[config.mk]
export PLATFORM = sky130hd
export DESIGN_NAME = pink_noise_voss_generator
export DESIGN_NICKNAME = d
export VERILOG_FILES = /design/src/design/pnv_pkg.sv /design/src/design/pnv_lane.sv /design/src/design/pink_noise_voss_generator.sv
export SDC_FILE = /design/constraint.sdc
export NUM_CORES = 1
export LEC_CHECK = 0
export ABC_AREA = 1
export BUFFER_PORTS_ARGS = -buffer_cell sky130_fd_sc_hd__buf_2
export CORE_ASPECT_RATIO = 1.5
export CORE_MARGIN = 4
export CORE_UTILIZATION = 68
export DETAILED_ROUTE_END_ITERATION = 8
export PLACE_DENSITY_LB_ADDON = 0.15
export SLEW_MARGIN = 40
export SYNTH_ARGS = -nofsm -noshare
export SYNTH_HDL_FRONTEND = slang
export SYNTH_SLANG_ARGS = --single-unit
[constraint.sdc]
create_clock -name clk -period 12.36 [get_ports clk]
set_clock_uncertainty 0.2 [all_clocks]
set_input_delay 1.236 -clock clk [delete_from_list [all_inputs] [get_ports clk]]
set_output_delay 1.236 -clock clk [all_outputs]
set_load 0.1 [all_outputs]
[src/design/pnv_pkg.sv]
// Shared types and fixed constants for the pink noise generator.
package pnv_pkg;

    localparam int ROWS    = 4;
    localparam int RAW_W   = 16;
    localparam int OUT_W   = 17;
    localparam int OUT_MIN = -65536;
    localparam int OUT_MAX = 65535;

    typedef logic [RAW_W-1:0]        raw_word_t;
    typedef logic signed [OUT_W-1:0] sample_t;

endpackage

[src/design/pnv_lane.sv]
// One reduction lane: raw word modulo MODULUS via reciprocal multiply and one correction.
module pnv_lane #(
    parameter int MODULUS = 13107,
    parameter int VAL_W   = 14
) (
    input  logic              clk,
    input  logic              load,
    input  pnv_pkg::raw_word_t raw_word,
    output logic [VAL_W-1:0]  value
);

    localparam int RECIP   = (1 << pnv_pkg::RAW_W) / MODULUS;
    localparam int RECIP_W = (RECIP > 0) ? $clog2(RECIP + 1) : 1;
    localparam int PROD_W  = pnv_pkg::RAW_W + RECIP_W;
    localparam int MOD_W   = $clog2(MODULUS + 1);
    localparam int LW      = (MOD_W > pnv_pkg::RAW_W) ? MOD_W : pnv_pkg::RAW_W;

    pnv_pkg::raw_word_t word_reg;
    logic [RECIP_W-1:0] quot_reg;

    logic [PROD_W-1:0]  prod;
    logic [RECIP_W-1:0] quot_next;
    logic [LW-1:0]      qm;
    logic [LW-1:0]      diff;
    logic [LW-1:0]      rem;

    // quotient estimate is exact or one low
    assign prod      = PROD_W'(raw_word) * PROD_W'(RECIP);
    assign quot_next = prod[pnv_pkg::RAW_W +: RECIP_W];

    always_ff @(posedge clk)
    begin
        if (load)
        begin
            word_reg <= raw_word;
            quot_reg <= quot_next;
        end
    end

    always_comb
    begin
        qm   = LW'(quot_reg * MODULUS);
        diff = LW'(word_reg) - qm;
        if (diff >= LW'(MODULUS))
            rem = diff - LW'(MODULUS);
        else
            rem = diff;
    end

    assign value = VAL_W'(rem);

endmodule

[src/design/pink_noise_voss_generator.sv]
// Pink noise generator top level: key counter, row store and output pipeline.
//
// Voss-McCartney pink noise, one sample out per request in. A request is taken in
// every cycle while the pipeline can move; a result appears once its request has passed
// the input register, reciprocal multiply, row update and output register, so while
// noise_stall is low the sustained rate is one sample per clock. A stage only stalls
// when the output register holds a result that is not taken and every stage between
// it and the output is full. Rows come out of reset at zero, so the first samples sit
// low until each row has been reloaded. The result is 2*S - RANGE in units of 1/RANGE.
module pink_noise_voss_generator #(
    parameter int KEY_LIMIT = 15,
    parameter int RANGE     = 65536
) (
    input  logic               clk,
    input  logic               rst_n,
    input  logic               sample_valid,
    output logic               sample_stall,
    input  pnv_pkg::raw_word_t extra_random,
    input  pnv_pkg::raw_word_t row_random_0,
    input  pnv_pkg::raw_word_t row_random_1,
    input  pnv_pkg::raw_word_t row_random_2,
    input  pnv_pkg::raw_word_t row_random_3,
    output logic               noise_valid,
    input  logic               noise_stall,
    output pnv_pkg::sample_t   noise_sample
);

    localparam int ROWS    = pnv_pkg::ROWS;
    localparam int MODULUS = RANGE / (ROWS + 1);
    localparam int MCLOG   = $clog2(MODULUS);
    localparam int VAL_W   = (MCLOG < pnv_pkg::RAW_W) ? MCLOG : pnv_pkg::RAW_W;
    localparam int SUM_W   = VAL_W + 3;
    localparam int RANGE_W = $clog2(RANGE + 1);
    localparam int CW_A    = (RANGE_W > SUM_W + 1) ? RANGE_W : SUM_W + 1;
    localparam int CW_B    = (CW_A > pnv_pkg::OUT_W) ? CW_A : pnv_pkg::OUT_W;
    localparam int CALC_W  = CW_B + 1;
    localparam int KEY_W   = $clog2(KEY_LIMIT + 1);
    localparam int MASK_W  = (KEY_W > ROWS) ? KEY_W : ROWS;

    localparam logic signed [CALC_W-1:0] SAT_LO = CALC_W'(pnv_pkg::OUT_MIN);
    localparam logic signed [CALC_W-1:0] SAT_HI = CALC_W'(pnv_pkg::OUT_MAX);

    // pipeline control
    logic v1_reg, v2_reg, v3_reg, out_v_reg;
    logic move1, move2, move3, accept;

    // key counter
    logic [KEY_W-1:0]  key_reg;
    logic [KEY_W-1:0]  key_next;
    logic [MASK_W-1:0] chg_ext;

    // stage payloads
    pnv_pkg::raw_word_t raw_reg [ROWS+1];
    logic [ROWS-1:0]    mask1_reg;
    logic [ROWS-1:0]    mask2_reg;
    logic [VAL_W-1:0]   lane_val [ROWS+1];
    logic [VAL_W-1:0]   rows_reg [ROWS];
    logic [VAL_W-1:0]   extra_reg;
    pnv_pkg::sample_t   out_reg;

    logic [SUM_W-1:0]         sum;
    logic signed [CALC_W-1:0] value;
    pnv_pkg::sample_t         sat_next;

    assign accept       = sample_valid && !sample_stall;
    assign move3        = v3_reg && (!out_v_reg || !noise_stall);
    assign move2        = v2_reg && (!v3_reg || move3);
    assign move1        = v1_reg && (!v2_reg || move2);
    assign sample_stall = v1_reg && !move1;

    assign key_next = (key_reg == KEY_W'(KEY_LIMIT)) ? '0 : key_reg + KEY_W'(1);
    assign chg_ext  = MASK_W'(key_reg ^ key_next);

    always_ff @(posedge clk or negedge rst_n)
    begin
        if (!rst_n)
        begin
            v1_reg    <= 1'b0;
            v2_reg    <= 1'b0;
            v3_reg    <= 1'b0;
            out_v_reg <= 1'b0;
            key_reg   <= '0;
        end
        else
        begin
            if (accept)
                v1_reg <= 1'b1;
            else if (move1)
                v1_reg <= 1'b0;
            if (move1)
                v2_reg <= 1'b1;
            else if (move2)
                v2_reg <= 1'b0;
            if (move2)
                v3_reg <= 1'b1;
            else if (move3)
                v3_reg <= 1'b0;
            if (move3)
                out_v_reg <= 1'b1;
            else if (!noise_stall)
                out_v_reg <= 1'b0;
            if (accept)
                key_reg <= key_next;
        end
    end

    always_ff @(posedge clk)
    begin
        if (accept)
        begin
            raw_reg[0] <= extra_random;
            raw_reg[1] <= row_random_0;
            raw_reg[2] <= row_random_1;
            raw_reg[3] <= row_random_2;
            raw_reg[4] <= row_random_3;
            mask1_reg  <= chg_ext[ROWS-1:0];
        end
        if (move1)
            mask2_reg <= mask1_reg;
        if (move2)
            extra_reg <= lane_val[0];
        if (move3)
            out_reg <= sat_next;
    end

    genvar g;
    generate
        for (g = 0; g < ROWS + 1; g++)
        begin : g_lane
            pnv_lane #(
                .MODULUS (MODULUS),
                .VAL_W   (VAL_W)
            ) u_lane (
                .clk      (clk),
                .load     (move1),
                .raw_word (raw_reg[g]),
                .value    (lane_val[g])
            );
        end
    endgenerate

    // rows only change as their request passes into the sum stage
    always_ff @(posedge clk or negedge rst_n)
    begin
        if (!rst_n)
        begin
            for (int i = 0; i < ROWS; i++)
                rows_reg[i] <= '0;
        end
        else if (move2)
        begin
            for (int i = 0; i < ROWS; i++)
                if (mask2_reg[i])
                    rows_reg[i] <= lane_val[i+1];
        end
    end

    always_comb
    begin
        sum = SUM_W'(extra_reg);
        for (int i = 0; i < ROWS; i++)
            sum = sum + SUM_W'(rows_reg[i]);
        value = $signed(CALC_W'({sum, 1'b0})) - $signed(CALC_W'(RANGE));
        if (value < SAT_LO)
            sat_next = SAT_LO[pnv_pkg::OUT_W-1:0];
        else if (value > SAT_HI)
            sat_next = SAT_HI[pnv_pkg::OUT_W-1:0];
        else
            sat_next = value[pnv_pkg::OUT_W-1:0];
    end

    assign noise_valid  = out_v_reg;
    assign noise_sample = out_reg;

    a_key_range: assert property (@(posedge clk) disable iff (!rst_n)
        32'(key_reg) <= KEY_LIMIT)
        else $error("key counter past its limit");

    a_key_steps: assert property (@(posedge clk) disable iff (!rst_n)
        accept |=> key_reg != $past(key_reg))
        else $error("key did not step on an accepted request");

    a_key_holds: assert property (@(posedge clk) disable iff (!rst_n)
        !accept |=> $stable(key_reg))
        else $error("key moved without a request");

    a_rows_hold: assert property (@(posedge clk) disable iff (!rst_n)
        !move2 |=> (rows_reg[0] == $past(rows_reg[0])) &&
                   (rows_reg[ROWS-1] == $past(rows_reg[ROWS-1])))
        else $error("row changed outside a row update");

    generate
        for (g = 0; g < ROWS; g++)
        begin : g_row_chk
            a_row_bound: assert property (@(posedge clk) disable iff (!rst_n)
                32'(rows_reg[g]) < MODULUS)
                else $error("row value not reduced");
        end
    endgenerate

endmodule

After elaboration in Yosys (flattened, before gate mapping)
Memories as Yosys holds them, arrays and structs flattened.
Cells that the tools add are included.
{"block": "op_classes", "n_bitwise": 1, "mux": 17, "magnitude_cmp": 7, "reduce_logical": 21, "add_sub_neg": 16, "n_eq_ne": 2, "mul": 10}
{"operator": "$mul A16 B3 Y19 const B", "count": 5}
{"operator": "$ge A16 B14 Y1 const B", "count": 5}
{"operator": "$mul A3 B14 Y16 const B", "count": 5}
{"operator": "$sub A16 B16 Y16", "count": 5}
{"operator": "$mux W14", "count": 5}
{"operator": "$sub A14 B14 Y14 const B", "count": 5}
{"operator": "$gt A19 B17 Y1 const B", "count": 1}
{"operator": "$lt A19 B17 Y1 const B", "count": 1}
{"operator": "$sub A18 B17 Y19 const B", "count": 1}
{"operator": "$add A16 B14 Y17", "count": 1}
{"operator": "$add A17 B14 Y17", "count": 1}
{"operator": "$mux W17", "count": 1}
{"operator": "$add A15 B14 Y16", "count": 1}
{"operator": "$add A14 B14 Y15", "count": 1}
{"operator": "$mux W1", "count": 10}
{"operator": "$reduce_and A2 Y1", "count": 4}
{"operator": "$logic_not A1 Y1", "count": 6}
{"operator": "$reduce_bool A2 Y1", "count": 3}
{"operator": "$logic_and A1 B1 Y1", "count": 5}
{"operator": "$add A4 B1 Y4 const B", "count": 1}
{"operator": "$eq A4 B4 Y1 const B", "count": 1}
{"operator": "$mux W4", "count": 1}
{"operator": "$xor A4 B4 Y4", "count": 1}
{"operator": "$logic_or A1 B1 Y1", "count": 3}
{"operator": "$ne A2 B1 Y1 const B", "count": 1}
{"block": "totals", "memories": 1, "word_cells": 98, "in_bits": 84, "ramBits": 80, "ff_bits": 198, "output_inout_bits": 19}
{"memory": "raw_reg", "depth": 5, "word_bits": 16, "rd": 5, "rd_ports_with_merged_regs": 0, "write_ports": 5, "line": "pink_noise_voss_generator.sv:53", "rtl": "pnv_pkg::raw_word_t raw_reg [ROWS+1];"}

Longest topological paths before layout
{"block": "depth", "ltp_word": 13, "depth_mapped": 26, "ltp_nobuf": 26}

Hierarchy
A second synthesis with hierarchy kept.
{"block": "hier_totals", "hier_cells": 2767, "hier_area_um2": 22860.7}
{"mod": "pnv_lane at g_lane[2].u_lane ...", "area_per_inst_um2": 2892.8, "cells_each": 410, "instances": 3}
{"mod": "pink_noise_voss_generator", "area_per_inst_um2": 8383.0, "cells_each": 719, "instances": 1}
{"mod": "pnv_lane at g_lane[0].u_lane", "area_per_inst_um2": 2940.3, "cells_each": 424, "instances": 1}
{"mod": "pnv_lane at g_lane[1].u_lane", "area_per_inst_um2": 2859.0, "cells_each": 394, "instances": 1}

Worst setup path after synthesis
OpenSTA, ideal clock, no wires.
{"block": "synth_timing", "path_kind": "input-to-reg", "from": "input noise_stall", "to": "register key_reg[3]", "path_buffers": 0, "slack_ns": 5.563, "arrival_ns": 6.486, "path_stages": 9, "path_cell_list": "nand2_1 nor2_1 inv_1 nor2_1 inv_1 nor2_1 nor2_1 inv_1 o31ai_1"}
{"block": "synth_via", "elab_chain_len": 11}
{"element": "start, declared", "line": "pink_noise_voss_generator.sv:24", "rtl": "input logic noise_stall,"}
{"element": "$logic_not A1 Y1"}
{"element": "$logic_or A1 B1 Y1", "line": "pink_noise_voss_generator.sv:66", "rtl": "assign move3 = v3_reg && (!out_v_reg || !noise_stall);"}
{"element": "$logic_and A1 B1 Y1", "line": "pink_noise_voss_generator.sv:66"}
{"element": "$logic_or A1 B1 Y1", "line": "pink_noise_voss_generator.sv:67", "rtl": "assign move2 = v2_reg && (!v3_reg || move3);"}
{"element": "$logic_and A1 B1 Y1", "line": "pink_noise_voss_generator.sv:67"}
{"element": "$logic_or A1 B1 Y1", "line": "pink_noise_voss_generator.sv:68", "rtl": "assign move1 = v1_reg && (!v2_reg || move2);"}
{"element": "$logic_and A1 B1 Y1", "line": "pink_noise_voss_generator.sv:68"}
{"element": "$logic_not A1 Y1", "line": "pink_noise_voss_generator.sv:69", "rtl": "assign sample_stall = v1_reg && !move1;"}
{"element": "$logic_and A1 B1 Y1", "line": "pink_noise_voss_generator.sv:69"}
{"element": "via sample_stall", "line": "pink_noise_voss_generator.sv:17", "rtl": "output logic sample_stall,"}
{"element": "$logic_not A1 Y1", "line": "pink_noise_voss_generator.sv:65", "rtl": "assign accept = sample_valid && !sample_stall;"}
{"element": "$logic_and A1 B1 Y1", "line": "pink_noise_voss_generator.sv:65"}
{"element": "via accept", "line": "pink_noise_voss_generator.sv:45", "rtl": "logic move1, move2, move3, accept;"}
{"element": "end signal, assigned", "line": "pink_noise_voss_generator.sv:103", "rtl": "key_reg <= key_next;"}
{"element": "end, declared", "line": "pink_noise_voss_generator.sv:48", "rtl": "logic [KEY_W-1:0] key_reg;"}
The timed path passes the listed nets, and every way through them passes these cells.
A chain may end at the register's enable or synchronous reset.

Worst setup path after layout
{"block": "layout_timing", "from": "register rows_reg[3] (netlist name)", "to": "register out_reg[2], in the netlist noise_sample[2], data pin"}
{"block": "layout_via", "elab_chain_len": 4}
{"element": "start, declared", "line": "pink_noise_voss_generator.sv:57", "rtl": "logic [VAL_W-1:0] rows_reg [ROWS];"}
{"element": "start signal, assigned by index", "line": "pink_noise_voss_generator.sv:154", "rtl": "rows_reg[i] <= lane_val[i+1];"}
{"element": "$add A17 B14 Y17 (*)", "line": "pink_noise_voss_generator.sv:162", "rtl": "sum = sum + SUM_W'(rows_reg[i]);"}
{"element": "$sub A18 B17 Y19 (*)", "line": "pink_noise_voss_generator.sv:163", "rtl": "value = $signed(CALC_W'({sum, 1'b0})) - $signed(CALC_W'(RANGE));"}
{"element": "$gt A19 B17 Y1", "line": "pink_noise_voss_generator.sv:166", "rtl": "else if (value > SAT_HI)"}
{"element": "$mux W17", "line": "pink_noise_voss_generator.sv:166"}
{"element": "end signal, assigned", "line": "pink_noise_voss_generator.sv:123", "rtl": "out_reg <= sat_next;"}
{"element": "end, declared", "line": "pink_noise_voss_generator.sv:59", "rtl": "pnv_pkg::sample_t out_reg;"}
Every way passes the cells marked *; elsewhere a longest branch is shown, timed or not.

==> run metrics <==
initial antenna violation count=0; worst reg2reg path depth=21; buffers added on ports=102; worst r2r src=rows_reg[3]; Netlist cell types=54; fin nets=3218; setup TNS=0 ns; CTS tree=done; crit path max fanout=13; largest net degree at the start of global routing=65; sequential element share of the synthesized area=36.5%; cts-stage hold buffer count=0; Worst-Skew Late Latency=0.57 ns; status=complete, no violations; Layout area overhead=8.30%; Tmin final=4.84 ns; ys flop type=edfxtp_1; number of synthesized register bits=278; root buffer cell=clkbuf_16; Rows=80; vias per cell=5.45; yosys warns=0; RSZ-0062 raised after global routing=no; Final Cycle Share=39.1%; Cell Area, Synth=22000 µm²; CTS max path bufs=3; Crit path required time=12.48 ns; H-tree levels=1; routed len/inst=14.8 µm; ys async rst share=23.0%; first-pass GRT wire length=79.4 mm; Initial Util=69.1%; WHS Path Cells=0; R2R setup slack=7.52 ns; Clock Sinks=278; antenna-violating nets left=0; CTS Buf Count=27; Crit Path Category=reg2reg; EDFF count, synth=214; DRT Pass-1 Iters=7; hold endpoint=mask2_reg[1]; DRC=0; Post-Place Worst Slack=7.58 ns; GRT Overall Usage=26.8%; hold path start=mask1_reg[1]; final setup vio count=0; core area=31800 µm²; Worst R2R End=noise_sample[2]; Max Slew Vio Count=0; crit path DAT=4.95 ns; max cap viols=0; commonest non-fill, non-tap cell in the layout=nand2_1; Initial DRC Count=868; Achievable Freq=207 MHz; vias in the first global route=17400; grt ovf=0; Hold Path Class=reg2reg; layout cells sized above 1=8.43%; Post-CTS Resized=0; Synth Net Count=3101; Worst-Margin Slew=0.726 ns; IO Pins=103; die width=155 µm; Final Hold Violating Endpoints=0; Worst setup EP type=flop; post-DP HPWL=37.9 mm; Via Count=17500; Slew headroom=51.5%; postcts setup bufs=0; crit path launch type=flop; Avg Cell Area, Syn=8.25 µm²; Final GP Congestion=0.946; full die area=35300 µm²; total routed wirelength=47.4 mm; Clock Pin Slew Worst Setup and Hold Paths=0.07 ns; DIE HEIGHT=228 µm; final core occ=74.8%; WHS=0.219 ns; Post-Syn Instances=2665; most frequent cells in the layout=nand2_1, inv_1, ha_1; antenna cells=0; post-route setup slack=7.52 ns
## metrics by stage
| step | std cells | cell area, µm² |
|---|---|---|
| 3_5_place_dp | 3162 | 22900 |
| 5_1_grt | 3211 | 23800 |
| 2_1_floorplan | 2665 | 22000 |
| 6_report | 3211 | 23800 |
| 4_1_cts | 3210 | 23800 |
| 3_3_place_gp | 3161 | 22900 |
## logic make-up after synthesis
group	after synthesis	synth area share, %
buffers and inverters	502	8.91
and+or+nand+nor	1226	23.8
DFF	278	36.5
xor gates and xnor gates	72	3.12
AOI/OAI and AO/OA	235	6.07
adders and majority gates	352	21.6
## cell type report
type	count	area [µm²]
well taps	410	513
clock buffers	33	708
repair buffers	108	584
fillers	2412	8020
clock inverters	15	155
inverters	482	1810
multi-input cells	1885	12000
flip-flops and latches	278	8030
## worst max-delay path, cell delays in order (launching register included)
cell,delay (ns)
dfrtp_1,0.35
inv_1,0.06
fa_1,0.52
inv_1,0.05
fa_1,0.49
inv_1,0.05
fa_1,0.50
inv_1,0.04
ha_1,0.35
a21oi_1,0.15
nand2_1,0.12
nand2_1,0.08
o211ai_1,0.13
a21boi_1,0.22
o21ai_0,0.16
a21oi_1,0.24
inv_1,0.06
nand2_1,0.06
nand2_1,0.05
nand2_1,0.31
inv_2,0.10
or2_2,0.29
## synth_stat cells, types with 24 or more instances
cell      instances  share of area (%)
o21bai_1         24               0.82
edfxtp_1        214                 29
a21oi_1         107                2.4
nand3_1         187                4.3
ha_1            306                 17
dfrtp_1          64                7.3
xor2_1           44                1.8
nand2_1         766                 13
nand2_2          34               0.97
nor2_1          141                2.4
nor3_1           24               0.55
o21ai_1          25               0.57
nand4_1          28               0.80
o21ai_0          45                1.0
inv_1           460                7.9
fa_1             46                4.2
## metal layers
layer,vias to the layer above,share of wire [%],global-route usage [%]
met5,-,0,0
met3,106,3.5,2.58
met1,8099,39,31.0
met2,389,54,51.0
li1,8898,-,-
met4,0,3.1,9.50
## worst max-delay path by stage
stage | slack [ns] | start | to
after floorplan | 5.56 | noise_stall | key_reg[3]
after global placement | 7.68 | rows_reg[3] | noise_sample[1]
after detailed placement | 7.58 | rows_reg[3] | noise_sample[2]
after CTS | 7.57 | rows_reg[3] | noise_sample[2]
after global routing | 7.17 | rows_reg[3] | noise_sample[2]
final | 7.52 | rows_reg[3] | noise_sample[2]
Power is not shown: default switching activity piles up to over one toggle a cycle in this logic, so the estimate is an artifact.
